`src/sv/dht_pkg.sv`:
```
// Shared types, field widths and codes for the double hashing key table.
package dht_pkg;

    // Field widths
    localparam int KEY_W = 31;
    localparam int CNT_W = 15;
    localparam int MP_W  = 15;
    localparam int MS_W  = 14;

    // Default storage depth and modulus reset values
    localparam int unsigned DEFAULT_TABLE_DEPTH = 16384;
    localparam logic [MP_W-1:0] MP_RESET = 15'd7;
    localparam logic [MS_W-1:0] MS_RESET = 14'd5;

    // Remainder unit: dividend padded to whole digits, four bits a cycle
    localparam int DIG_BITS  = 4;
    localparam int DVD_W     = 32;
    localparam int DIV_STEPS = DVD_W / DIG_BITS;
    localparam int DIV_CNT_W = $clog2(DIV_STEPS);

    // Command codes
    localparam logic CMD_INSERT = 1'b0;
    localparam logic CMD_SEARCH = 1'b1;

    // Configuration register indexes
    localparam logic CFG_PRIMARY   = 1'b0;
    localparam logic CFG_SECONDARY = 1'b1;

    typedef enum logic [2:0] {
        ST_CLEAR,
        ST_IDLE,
        ST_MOD_M2,
        ST_MOD_M,
        ST_MOD_STEP,
        ST_PROBE,
        ST_CHECK,
        ST_OUT
    } state_t;

    // Request to the remainder unit
    typedef struct packed {
        logic              start;
        logic [DVD_W-1:0]  dividend;
        logic [MP_W-1:0]   divisor;
    } div_req_t;

    // Response of the remainder unit
    typedef struct packed {
        logic              done;
        logic [MP_W-1:0]   remainder;
    } div_rsp_t;

endpackage

```
`src/sv/dht_mod.sv`:
```
// Iterative remainder unit: 32-bit dividend modulo a nonzero 15-bit divisor.
module dht_mod (
    input  logic              clk,
    input  logic              rst_n,
    input  dht_pkg::div_req_t req,
    output dht_pkg::div_rsp_t rsp
);

    logic                               busy_reg;
    logic                               done_reg;
    logic [dht_pkg::DIV_CNT_W-1:0]      cnt_reg;
    logic [dht_pkg::DVD_W-1:0]          dvd_reg;
    logic [dht_pkg::MP_W-1:0]           div_reg;
    logic [dht_pkg::MP_W-1:0]           rem_reg;
    logic [dht_pkg::MP_W-1:0]           rem_next;

    // One digit of restoring division: four shift-compare-subtract steps
    always_comb
    begin
        logic [dht_pkg::MP_W:0] t;
        rem_next = rem_reg;
        for (int j = 0; j < dht_pkg::DIG_BITS; j++)
        begin
            t = {rem_next, dvd_reg[dht_pkg::DVD_W-1-j]};
            if (t >= {1'b0, div_reg})
            begin
                t = t - {1'b0, div_reg};
            end
            rem_next = t[dht_pkg::MP_W-1:0];
        end
    end

    // Control
    always_ff @(posedge clk or negedge rst_n)
    begin
        if (!rst_n)
        begin
            busy_reg <= 1'b0;
            done_reg <= 1'b0;
            cnt_reg  <= '0;
        end
        else
        begin
            done_reg <= 1'b0;
            if (req.start)
            begin
                busy_reg <= 1'b1;
                cnt_reg  <= '0;
            end
            else if (busy_reg)
            begin
                cnt_reg <= cnt_reg + 1'b1;
                if (cnt_reg == dht_pkg::DIV_CNT_W'(dht_pkg::DIV_STEPS - 1))
                begin
                    busy_reg <= 1'b0;
                    done_reg <= 1'b1;
                end
            end
        end
    end

    // Datapath
    always_ff @(posedge clk)
    begin
        if (req.start)
        begin
            dvd_reg <= req.dividend;
            div_reg <= req.divisor;
            rem_reg <= '0;
        end
        else if (busy_reg)
        begin
            dvd_reg <= dvd_reg << dht_pkg::DIG_BITS;
            rem_reg <= rem_next;
        end
    end

    assign rsp.done      = done_reg;
    assign rsp.remainder = rem_reg;

endmodule

```
`config.mk`:
```
export PLATFORM = sky130hd
export DESIGN_NAME = dht_mod
export DESIGN_NICKNAME = d
export VERILOG_FILES = /design/src/sv/dht_pkg.sv /design/src/sv/dht_mod.sv
export SDC_FILE = /design/constraint.sdc
export NUM_CORES = 1
export LEC_CHECK = 0
export ABC_CLOCK_PERIOD_IN_PS = 9610
export BUFFER_PORTS_ARGS = -buffer_cell sky130_fd_sc_hd__clkbuf_2
export CORE_MARGIN = 4
export CORE_UTILIZATION = 25
export DETAILED_ROUTE_END_ITERATION = 6
export PLACE_DENSITY = 0.45
export SYNTH_ARGS = -nofsm -noshare
export SYNTH_HDL_FRONTEND = slang
export SYNTH_SLANG_ARGS = --single-unit
```
`constraint.sdc`:
```
create_clock -name clk -period 9.61 [get_ports clk]
set_input_delay 0.4805 -clock clk [delete_from_list [all_inputs] [get_ports clk]]
set_output_delay 0.4805 -clock clk [all_outputs]
set_load 0.05 [all_outputs]
```
# Yosys cells after proc, flatten, opt, wreduce, memory -nomap -nowiden
# Index checks and enable logic that the tools add are counted.
[word_totals]
regBits = 67
in_bits = 50
out_inout_bits = 16
elab_cells = 31
[op_classes]
addsub = 5
magnitude_cmp = 4
eq_ne = 1
muxes = 14
n_reduce_logical = 1
[ops]
columns = ["operator", "n"]
rows = [
  ["16-bit by 15-bit greater-or-equal comparator with 1-bit output", 4],
  ["32-bit two-way mux", 2],
  ["15-bit two-way mux", 4],
  ["15-bit subtractor", 4],
  ["1-bit two-way mux", 6],
  ["3-bit two-way mux", 2],
  ["3-bit by 1-bit adder with 3-bit output, second input constant", 1],
  ["3-bit == test, second input constant", 1],
  ["2-bit nonzero test", 1],
]

# Logic depth before layout (Yosys ltp)
[depth]
word_depth = 8
ltp_mapped = 45
ltp_nobuf = 40

# Worst setup path after synthesis
# No wires, ideal clock.
[synth_timing]
path_kind = "flip-flop to flip-flop"
startpoint = "register rem_reg[10] (netlist bit)"
endpoint = "register rem_reg[7] (netlist bit)"
setup_ns = 0.086
arrival_ns = 9.508
t_required_ns = 9.524
path_slack_ns = 0.016
stages_incl_launch_ff = 40
path_buffers = 7
synth_period_minus_slack_ns = 9.594
path_cell_list = "dfxtp_1 -> ha_1 -> buf_2 -> a21oi_2 -> o21a_1 -> o211ai_1 -> a31oi_2 -> clkbuf_1 -> clkbuf_1 -> mux2_2 -> ha_1 -> o211a_1 -> o31ai_1 -> a32oi_1 -> o21a_1 -> o21ai_0 -> o21ai_4 -> buf_2 -> [... 4 more ...] -> a2111oi_0 -> a211o_1 -> a21o_1 -> a21oi_4 -> mux2i_4 -> buf_2 -> mux2_2 -> ha_1 -> or2_2 -> nor3_1 -> a21oi_1 -> a211oi_1 -> o21bai_1 -> a211oi_1 -> o2111ai_4 -> buf_8 -> mux2i_1 -> a211oi_1"
[synth_between]
elab_chain_cells = 8
elab_cells_between_ends = 12
classes_between = "add/sub (4); order compare (4); mux (4)"
[synth_lines]
columns = ["element", "line_no", "rtl"]
rows = [
  ["start: declaration", "dht_mod.sv:14", "logic [dht_pkg::MP_W-1:0] rem_reg;"],
  ["start signal: assignment", "dht_mod.sv:74", "rem_reg <= rem_next;"],
  ["15-bit subtractor or 16-bit by 15-bit greater-or-equal comparator with 1-bit output (tied branches)", "dht_mod.sv:27, dht_mod.sv:25", ""],
  ["15-bit two-way mux *", "dht_mod.sv:25", "if (t >= {1'b0, div_reg})"],
  ["15-bit subtractor or 16-bit by 15-bit greater-or-equal comparator with 1-bit output (tied branches)", "dht_mod.sv:27, dht_mod.sv:25", ""],
  ["15-bit two-way mux *", "dht_mod.sv:25", ""],
  ["16-bit by 15-bit greater-or-equal comparator with 1-bit output or 15-bit subtractor (tied branches)", "dht_mod.sv:25, dht_mod.sv:27", ""],
  ["15-bit two-way mux *", "dht_mod.sv:25", ""],
  ["15-bit subtractor or 16-bit by 15-bit greater-or-equal comparator with 1-bit output (tied branches)", "dht_mod.sv:27, dht_mod.sv:25", ""],
  ["15-bit two-way mux *", "dht_mod.sv:25", ""],
]
# Mark *: on every way between the ends. The rest lies on a longest branch, timed or not.
# A chain may end at the register's enable or synchronous reset.

# Worst setup path after layout
[layout_timing]
startpoint = "register div_reg[7] (netlist bit)"
endpoint = "register rem_reg[0] (netlist bit)"
[layout_between]
elab_chain_cells = 8
elab_cells_between_ends = 11
classes_between = "add/sub (3); order compare (4); mux (4)"
[layout_lines]
columns = ["element", "line_no", "rtl"]
rows = [
  ["start: declaration", "dht_mod.sv:13", "logic [dht_pkg::MP_W-1:0] div_reg;"],
  ["start signal: assignment", "dht_mod.sv:68", "div_reg <= req.divisor;"],
  ["15-bit subtractor or 16-bit by 15-bit greater-or-equal comparator with 1-bit output (tied branches)", "dht_mod.sv:27, dht_mod.sv:25", ""],
  ["15-bit two-way mux", "dht_mod.sv:25", ""],
  ["15-bit subtractor or 16-bit by 15-bit greater-or-equal comparator with 1-bit output (tied branches)", "dht_mod.sv:27, dht_mod.sv:25", ""],
  ["15-bit two-way mux", "dht_mod.sv:25", ""],
  ["15-bit subtractor or 16-bit by 15-bit greater-or-equal comparator with 1-bit output (tied branches)", "dht_mod.sv:27, dht_mod.sv:25", ""],
  ["15-bit two-way mux", "dht_mod.sv:25", ""],
  ["16-bit by 15-bit greater-or-equal comparator with 1-bit output *", "dht_mod.sv:25", ""],
  ["15-bit two-way mux *", "dht_mod.sv:25", ""],
]
# Marked as above.

==> results.cfg <==
[yosys]
synth_seq_area_share_pct = 30.04
synth_top_family_by_area = compound AO/OA/AOI/OAI gates
synthAdderAreaFrac_pct = 14.00
syn_area_sq_mm = 0.006115
yosysMostFrequentCell = ha_1
avgSynthCellArea_sq_um = 9.495
yosys.area.top_type = edfxtp_1
ys_ff_latch = 67
synth_edf_count = 47
synth_compound_area_share_pct = 18.66
yosys-mux-area-fraction_pct = 13.93
synth_cells = 644
synth_flop_cell = edfxtp_1
synthSimpleGateAreaFrac_pct = 13.69
synthTopCellsByArea = edfxtp_1 23%, ha_1 13%, mux2_2 10%, dfxtp_1 4.9%, xnor2_1 4.7%
synth_xor_area_share_pct = 5.873
yosysWarningCount = 0
synth_nets = 760
yosys-top-cells-count = 62 x ha_1, 55 x mux2_2, 54 x nor2_1
synth_top_cell_area_share_pct = 23.08
async_flop_share_pct = 7.463
ys_types = 66

[critical_path]
cpMaxStageDelayCell = or4_1
reg2reg_from = div_reg[7]
critPathLaunchType = register
cpLargestDelayFamily = compound AO/OA/AOI/OAI gates
end_kind = register
slowest_delay_ps = 530
critPathKind = reg2reg
cp_max_fo = 8
worstSetupStartpoint = div_reg[7]
cp.arrival_ps = 9290
cpMostUsedCell = mux2_2
r2r_slack_ps = 550
path_buf_inv = 4
worstPathRequired_ps = 9850

[cells_and_area]
antenna_cells = 0
drive_above_1_share_pct = 27.93
fin_nets = 870
largest_register_ffs = 32
syn2layout_area_growth_pct = 23.51

[global_route]
grt_pass1_vias = 5329
grt_overflow_total = 0
grt_max_degree = 38
antenna_found_initial = 0
grt_pass1_wl_mm = 29.44
grt_use_total_pct = 14.08

[place]
place_congestion = 0.8996
port_buffers = 65
dp_hpwl_mm = 15.38

[routing]
wire_per_inst_um = 17.58
postRouteAntennaNets = 0
dr.pass1.iters = 5
drtIter0Drc = 364
drc = 0
routed_wl_mm = 18.95
avgViaCountPerCell = 4.901
vias = 5283

[timing]
slew_viol_final = 0
fin_skew_ps = 11.97
max_freq_mhz = 110.4
holdWs_ps = 315.3
worst_pin_slew_ps = 851.5
relSlewSlack_pct = 43.23
fin_crit_ps = 9055
finalCritPeriodShare_pct = 94.23
setup_viol = 0
finalHoldViolCount = 0

[floorplan]
dieArea_sq_mm = 0.02702
start_util_pct = 25.74
fp.dieH_um = 164.4
io_pins = 66
core_area_sq_mm = 0.02375
num_rows = 56
die_w_um = 164.4

[clock_tree]
path_clk_slew_ps = 70
numCtsBuffers = 9
cts_tree = built
cts_buffer_depth = 2
cts_max_level = 3
cts.sinks = 67
clk_latency_ps = 340
root_buffer = clkbuf_16

[run]
maxCapViolCount = 0

[run_status]
status = complete, no violations

[min_path]
hold_path.class = in2reg
worstHoldStart = req[3]
worst paths after layout:
| kind | endpoint | cells after the start |
|---|---|---|
| max | rem_reg[0] | 38 |
| min | div_reg[3] | 1 |
| max reg2reg | rem_reg[0] | 38 |
| min reg2reg | cnt_reg[2] | 2 |
| max in group asynchronous | cnt_reg[0] | 2 |
| min in group asynchronous | done_reg | 2 |
layer usage:
| metal | wire, um | GRT usage (%) | up-vias |
|---|---|---|---|
| met1 | 8918 | 19.48 | 2505 |
| li1 | - | - | 2615 |
| met5 | 0 | 0 | - |
| met2 | 8635 | 22.38 | 145 |
| met4 | 349 | 4.234 | 0 |
| met3 | 1046 | 2.620 | 18 |
cells in the final DEF (no fill, tap or decap), types with 19 or more instances in the layout:
cell type / instances
a21oi_1: 37
buf_4: 50
clkbuf_2: 64
edfxtp_1: 47
ha_1: 61
inv_1: 37
mux2_2: 55
mux2i_1: 19
nand2_1: 30
nor2_1: 54
o21ai_0: 27
xnor2_1: 33
logic make-up (layout without fill, tap and decap cells):
family	Yosys count	in the layout
simple gates	171	171
buf+inv	57	172
mux	77	77
fa+ha+maj	66	66
xor+xnor	41	41
compound gates	165	165
flops	67	67
layout make-up:
type,instances,area (sq um)
fillers,2503,16200
multi-input cells,520,4095
flip-flops and latches,67,1837
repair buffers,119,753.2
well taps,319,399.1
clock buffers,9,225.2
inverters,37,138.9
clock inverters,7,103.9
through the flow:
stage	TNS [ps]	util, %	setup WS (ps)	instances	cell area (sq um)
final	0	31.80	554.9	1078	7552
after global routing	-92.61	31.80	-47.42	1078	7552
after CTS	0	31.05	6.708	1063	7375
after detailed placement	0	29.60	42.05	1046	7030
after global placement	0	29.60	129.0	1046	7030
after floorplan	0	-	16.09	644	6115
worst reg2reg max path, delay by kind of cell, from the launching register on:
kind                       cells  cell delay, ps
AOI/OAI and AO/OA             23            4360
adders and majority gates      4            1420
buffers and inverters          4             720
DFF                            1             360
muxes                          5            1510
and+or+nand+nor                2             610
what timing repair did:
item	in CTS	in global routing
resized for setup	1	16
setup buffers	0	15
hold buffers	1	0
hold endpoints to repair	5	0
endpoints found under the setup margin	1	15
pin swaps	0	5
Power is left out: the tool's default activity adds up to more than one toggle a clock period on the data nets, which glitch-free logic cannot reach.
